### src/rtl/cosine_gallery_match_defines.svh
// assertion macros for the cosine gallery matcher
// expects clk and arst_n in the scope of use
`ifndef COSINE_GALLERY_MATCH_DEFINES_SVH
`define COSINE_GALLERY_MATCH_DEFINES_SVH

// same-cycle implication
`define CGM_ASSERT_IMP(lbl, ante, cons) \
	lbl: assert property (@(posedge clk) disable iff (!arst_n) (ante) |-> (cons)) \
		else $error("cgm assertion failed");

// next-cycle implication
`define CGM_ASSERT_NXT(lbl, ante, cons) \
	lbl: assert property (@(posedge clk) disable iff (!arst_n) (ante) |=> (cons)) \
		else $error("cgm assertion failed");

`endif

### src/rtl/cgm_pkg.sv
// types, sizes and codes for the cosine gallery matcher
// no dependencies
`timescale 1ns / 1ps
package cgm_pkg;
	localparam int MAX_ENTRIES = 64;
	localparam int MAX_DIM = 512;
	localparam int ENTRY_W = $clog2(MAX_ENTRIES);
	localparam int DIM_W = $clog2(MAX_DIM);
	localparam int CNT_W = ENTRY_W + 1;
	localparam int LEN_W = DIM_W + 1;
	localparam int GADDR_W = ENTRY_W + DIM_W;
	localparam int VAL_W = 16;
	localparam int THR_W = 15;
	localparam int GCNT_W = 7;
	localparam int VLEN_W = 10;
	localparam int CFG_W = 15;
	localparam int ACC_W = 2 * VAL_W + DIM_W;
	localparam int NRM_W = 2 * VAL_W - 1 + DIM_W;
	localparam int RAD_W = NRM_W + 6;
	localparam int ROOT_W = RAD_W / 2;
	localparam int DEN_W = 2 * ROOT_W;
	localparam int FRAC_SH = 21;
	localparam int NUM_W = ACC_W - 1 + FRAC_SH;
	localparam int Q_W = 17;
	localparam int REM_W = DEN_W + Q_W - 1;
	localparam int QCNT_W = $clog2(Q_W);

	typedef enum logic [1:0] {
		CFG_THRESHOLD = 2'd0,
		CFG_MARGIN    = 2'd1,
		CFG_COUNT     = 2'd2,
		CFG_LENGTH    = 2'd3
	} cfg_idx_t;

	typedef enum logic [1:0] {
		STAT_UNKNOWN    = 2'd0,
		STAT_AMBIGUOUS  = 2'd1,
		STAT_IDENTIFIED = 2'd2
	} status_t;

	typedef enum logic {
		KIND_LOAD  = 1'b0,
		KIND_QUERY = 1'b1
	} kind_t;

	typedef struct packed {
		logic                    kind;
		logic [ENTRY_W-1:0]      entry;
		logic [DIM_W-1:0]        element;
		logic signed [VAL_W-1:0] value;
		logic                    last;
	} in_item_t;

	typedef struct packed {
		logic [1:0]         status;
		logic [ENTRY_W-1:0] best_entry;
		logic [THR_W-1:0]   similarity;
	} out_item_t;
endpackage

### src/rtl/cgm_isqrt.sv
// iterative integer square root, one result bit per cycle
// depends on cgm_pkg
`timescale 1ns / 1ps
module cgm_isqrt import cgm_pkg::*; (
	input  logic              clk,
	input  logic              arst_n,
	input  logic              start,
	input  logic [RAD_W-1:0]  radicand,
	output logic              done,
	output logic [ROOT_W-1:0] root
);
	logic             busy_q;
	logic             done_q;
	logic [RAD_W-1:0] x_q;
	logic [RAD_W-1:0] res_q;
	logic [RAD_W-1:0] bit_q;
	logic [RAD_W:0]   trial;

	assign trial = {1'b0, res_q} + {1'b0, bit_q};

	always_ff @(posedge clk or negedge arst_n) begin
		if (!arst_n) begin
			busy_q <= 1'b0;
			done_q <= 1'b0;
		end else begin
			done_q <= 1'b0;
			if (start) begin
				busy_q <= 1'b1;
			end else if (busy_q && bit_q == RAD_W'(1)) begin
				busy_q <= 1'b0;
				done_q <= 1'b1;
			end
		end
	end

	always_ff @(posedge clk) begin
		if (start) begin
			x_q   <= radicand;
			res_q <= '0;
			bit_q <= RAD_W'(1) << (RAD_W - 2);
		end else if (busy_q) begin
			if ({1'b0, x_q} >= trial) begin
				x_q   <= x_q - trial[RAD_W-1:0];
				res_q <= (res_q >> 1) + bit_q;
			end else begin
				res_q <= res_q >> 1;
			end
			bit_q <= bit_q >> 2;
		end
	end

	assign done = done_q;
	assign root = res_q[ROOT_W-1:0];
endmodule

### config.mk
export PLATFORM = sky130hd
export DESIGN_NAME = cgm_isqrt
export DESIGN_NICKNAME = d
export VERILOG_FILES = /design/src/rtl/cosine_gallery_match_defines.svh /design/src/rtl/cgm_pkg.sv /design/src/rtl/cgm_isqrt.sv
export SDC_FILE = /design/constraint.sdc
export NUM_CORES = 1
export LEC_CHECK = 0
export ABC_CLOCK_PERIOD_IN_PS = 9400
export BUFFER_PORTS_ARGS = -buffer_cell sky130_fd_sc_hd__buf_2
export CAP_MARGIN = 20
export CELL_PAD_IN_SITES_DETAIL_PLACEMENT = 1
export CELL_PAD_IN_SITES_GLOBAL_PLACEMENT = 1
export CORE_UTILIZATION = 37
export CTS_CLUSTER_DIAMETER = 200
export DETAILED_ROUTE_END_ITERATION = 8
export PLACE_DENSITY = 0.76
export SLEW_MARGIN = 10
export SYNTH_ARGS = -nofsm -noshare
export SYNTH_HDL_FRONTEND = slang
export SYNTH_SLANG_ARGS = --single-unit
export TNS_END_PERCENT = 1
### constraint.sdc
create_clock -name clk -period 9.4 [get_ports clk]
set_input_delay 0.94 -clock clk [delete_from_list [all_inputs] [get_ports clk]]
set_output_delay 0.94 -clock clk [all_outputs]
set_load 0.005 [all_outputs]
Word-level counts from Yosys, hierarchy flattened
Index checks and enable logic that the tools add are counted.
{"block": "classes", "addsub": 3, "multipliers": 0, "div": 0, "magnitude_cmp": 1, "eq_ne": 1, "shift": 0, "muxes": 8, "bitwise": 0, "reduce_logical": 5}
{"cell": "$mux W46", "count": 4}
{"cell": "$add A46 B45 Y47", "count": 1}
{"cell": "$ge A46 B47 Y1", "count": 1}
{"cell": "$add A45 B45 Y46", "count": 1}
{"cell": "$sub A46 B46 Y46", "count": 1}
{"cell": "$eq A23 B1 Y1 const B", "count": 1}
{"cell": "$reduce_bool A2 Y1", "count": 3}
{"cell": "$mux W1", "count": 4}
{"cell": "$reduce_and A2 Y1", "count": 1}
{"cell": "$logic_and A1 B1 Y1", "count": 1}
{"block": "word_totals", "ff_bits": 117, "latchBits": 0, "ram_bits": 0, "mem_bits_ro": 0, "inputBits": 49, "output_inout_bits": 24, "mem_count": 0}

Depth between registers and ports, before layout
{"block": "depth", "depth_word": 5, "depth_mapped": 23, "depth_no_buf": 20}

Least setup slack after synthesis
Ideal clock, no wire load.
{"block": "synth_timing", "kind": "register -> register", "from": "register res_q[0]", "to": "register x_q[0], enable pin", "setup_ns": 0.455, "arrival_ns": 6.253, "setup_slack_ns": 2.692, "path_stages_with_launch": 20, "n_path_buf": 3, "synth_period_minus_slack_ns": 6.708, "cell_sequence": "dfxtp_1 -> ha_1 -> ha_1 -> a211o_1 -> a41oi_1 -> o2111ai_1 -> and2_1 -> a21o_1 -> and3_1 -> o21ai_0 -> xor2_1 -> ha_1 -> clkbuf_1 -> nand3_1 -> a2111o_1 -> a311oi_4 -> o21ai_2 -> buf_2 -> buf_1 -> o21ai_1"}
{"block": "synth_between", "elab_chain_len": 4}
{"item": "from (decl)", "line": "cgm_isqrt.sv:15", "text": "logic [RAD_W-1:0] res_q;"}
{"item": "from (signal assigned)", "line": "cgm_isqrt.sv:44", "text": "res_q <= (res_q >> 1) + bit_q;"}
{"item": "from (signal assigned)", "line": "cgm_isqrt.sv:46", "text": "res_q <= res_q >> 1;"}
{"item": "$add A46 B45 Y47", "line": "cgm_isqrt.sv:19", "text": "assign trial = {1'b0, res_q} + {1'b0, bit_q};"}
{"item": "$ge A46 B47 Y1", "line": "cgm_isqrt.sv:42", "text": "if ({1'b0, x_q} >= trial) begin"}
{"item": "$reduce_bool A2 Y1 (no source line)"}
{"item": "$reduce_and A2 Y1 (no source line)"}
{"item": "to (signal assigned)", "line": "cgm_isqrt.sv:38", "text": "x_q <= radicand;"}
{"item": "to (signal assigned)", "line": "cgm_isqrt.sv:43", "text": "x_q <= x_q - trial[RAD_W-1:0];"}
{"item": "to (decl)", "line": "cgm_isqrt.sv:14", "text": "logic [RAD_W-1:0] x_q;"}
Every way passes these cells.
A chain may end at the register's enable or synchronous reset.

Worst setup path after layout
{"block": "layout_timing", "from": "register res_q[6]", "to": "register x_q[3], enable pin"}
Same word-level chain as after synthesis.

==> flow_summary.toml <==
[status]
status = "finished, final reports clean"

[drt]
first_pass_iters = 6
wire_per_inst_um = 19.8
ant_nets = 0
drt_iter0_drc = 603
vias = 10300
drc = 0
via_per_inst = 5.91
totalWireLength_um = 34500

[clock_network]
post-cts-setup-buffer-count = 0
cts_tree = "built"
path_clk_slew_ps = 60
cts.repair.resized = 0
clock_latency_ps = 430
cts_hold_buf = 0
htree_levels = 4
clockBufferDepth = 2
cts_inserted_buffers = 17
cts_root_buf = "clkbuf_16"
cts.sinks = 117

[global_routing]
grt_max_degree = 64
gr-total-overflow = 0
antenna_found_initial = 0
grtUsageTotal = 0.233
grt_pass1_vias = 10600
grt_pass1_wl_um = 56300

[synthesis]
yosys.cell_types.count = 82
yosysSeqAreaShare = 0.260
synth_seq_cells = 117
synth_edf_count = 46
synth_ff_type = "dfxtp_1"
synthArstFlopShare = 0.0171
synth_area_per_cell_um2 = 8.08
synth-warning-count = 0
syn-cell-area_mm2 = 0.0108
synthCells = 1338
synthesis.nets = 1482

[setup_path]
critPathKind = "reg2reg"
arrival_ps = 5880
cpMaxStageDelayCell = "buf_4"
crit_required_ps = 9460
reg2reg_to = "x_q[3]$_DFFE_PP_"
r2r_slack_ps = 3570
cp_max_fo = 54
path_delay_family = "compound AO/OA/AOI/OAI gates"
crit_path_frequent_cell = "a21oi_1"
cp-end-kind = "flop"
cp.buffers_inverters = 2
path_cells = "ha_1, a31o_2, a21oi_1, o21ai_1, a21oi_1, o21ai_1, a21oi_1, o21ai_0, xnor2_1, ha_1, and2_1, nand4_1, nor4_1, nand4_1, o21ai_0, a211o_1, o21ai_4, buf_4, o21ai_4, buf_4"
r2r_start = "res_q[6]$_SDFFE_PP0P_"
worst_setup_path_start_kind = "flop"
critical-path-max-stage-delay_ps = 520
worst-r2r-cell-count = 20

[power]
power_frac_clock = 0.229
leakagePower_nw = 4.89
swShare = 0.438
p_int_mw = 1.78
p_seq_frac = 0.241
comb_power_share = 0.530
peakVddDrop_mv = 0.121
p_per_area_mw_per_mm2 = 266
p_sw_mw = 1.39

[worst_hold_path]
hold_path_class = "in2async"

[timing]
hold_ws_ps = 281
setup_viol = 0
setup_ws_ps = 3570
maxSlewViolCount = 0
hold_viol_final = 0
final.period_utilization = 0.620
fin_crit_ps = 5830
slew_headroom = 0.393
fin_setup_tns_ps = 0
max_freq_ghz = 0.172
finalClockSkew_ps = 11.7
rsz0062_at_grt = "false"
tightest_slew_ps = 904

[final_layout]
seq_area_mm2 = 0.00282
num-fill-cells = 3560
multi_input_area_mm2 = 0.00744
mostFrequentLayoutCells = "nand2_1 (128), nor2_1 (128), ha_1 (94)"
nets = 1490
diodes = 0
final_layout_size_suffix_gt1_frac = 0.113
area_growth_pct = 10.2

[floorplan]
num_rows = 62
core_mm2 = 0.0287
num_io_pins = 73
dieArea_mm2 = 0.0299
dieWidth_um = 173
start_util = 0.377
fp.dieH_um = 173

[place]
gp_congestion = 0.854
preCtsSetupSlack_ps = 3560
dp_hpwl_um = 25400
portBuffers = 72

[flow_run]
maxCapViolCount = 0
[flip-flops by register name (all words and copies together) (netlist names)]
name	flops
x_q	46
busy_q	1
res_q	46
bit_q	23
done	1
[power groups by stage]
stage,Clock (mW),Sequential (mW),Combinational [mW]
after floorplan,0,0.747,1.27
after global placement,0,0.769,1.60
after detailed placement,0,0.775,1.64
after CTS,0.731,0.765,1.66
after global routing,0.750,0.776,1.85
final,0.724,0.764,1.68
[cells in the mapped netlist, drive strengths merged (20+ instances only)]
cell type,instances,area share
nand4,27,0.016
a21o,46,0.032
ha,94,0.11
inv,31,0.011
o21ai,108,0.051
clkbuf,54,0.019
nand3,20,0.0093
buf,36,0.022
xor2,44,0.036
nor2,128,0.044
dfxtp,69,0.13
edfxtp,46,0.13
a31oi,43,0.025
mux2i,40,0.037
a21oi,89,0.041
nand2,129,0.045
xnor2,44,0.036
a311oi,25,0.022
[cells by family after synthesis]
logic type | Yosys count | synth area share
compound gates | 453 | 0.279
mux | 48 | 0.0454
flops | 117 | 0.260
xor+xnor | 88 | 0.0713
fa+ha+maj | 95 | 0.111
buf+inv | 123 | 0.0526
simple gates | 414 | 0.181
[how the worst max path moves through the flow]
| stage | start | endpoint | slack (ps) | cells past startpoint |
|---|---|---|---|---|
| finish | res_q[6]$_SDFFE_PP0P_ | x_q[3]$_DFFE_PP_ | 3570 | 20 |
| global route | res_q[18]$_SDFFE_PP0P_ | x_q[3]$_DFFE_PP_ | 3090 | 20 |
| CTS | res_q[6]$_SDFFE_PP0P_ | x_q[9]$_DFFE_PP_ | 3500 | 20 |
| detailed placement | res_q[4]$_SDFFE_PP0P_ | x_q[9]$_DFFE_PP_ | 3560 | 20 |
| global placement | res_q[4]$_SDFFE_PP0P_ | x_q[7]$_DFFE_PP_ | 3660 | 20 |
| floorplan | res_q[0]$_SDFFE_PP0P_ | x_q[0]$_DFFE_PP_ | 2690 | 19 |
[metrics by stage]
| stage | instance area, um^2 | total power [mW] | instances | utilization |
|---|---|---|---|---|
| after global placement | 11300 | 2.37 | 1711 | 0.393 |
| after CTS | 11900 | 3.16 | 1743 | 0.415 |
| after floorplan | 10800 | 2.01 | 1338 | - |
| final | 11900 | 3.17 | 1743 | 0.415 |
| after global routing | 11900 | 3.38 | 1743 | 0.415 |
| after detailed placement | 11300 | 2.41 | 1711 | 0.393 |
[routing by layer]
metal  share of wire  vias up  global-route usage  routed length, um
li1                -     5025                   -                  -
met1            0.48     4974               0.320              16700
met2            0.45      264               0.370              15400
met3           0.043       46              0.0336               1500
met4           0.027        0              0.0855                933
met5               0        -                   0                  0
[worst register-to-register path: stages (launching register included)]
cell and delay [ps]:
dfxtp_1 500, ha_1 350, a31o_2 260, a21oi_1 290, o21ai_1 220, a21oi_1 350
o21ai_1 200, a21oi_1 250, o21ai_0 140, xnor2_1 160, ha_1 410, and2_1 230
nand4_1 190, nor4_1 270, nand4_1 120, o21ai_0 160, a211o_1 220, o21ai_4 70
buf_4 300, o21ai_4 190, buf_4 520
[cell type report]
cell class	count	share of cell area
repair buffers	79	0.0349
well taps	384	0.0403
clock inverters	14	0.0167
multi-input cells	1098	0.625
clock buffers	18	0.0360
inverters	33	0.0104
flip-flops and latches	117	0.236
Power figures use the tool's default switching activity.
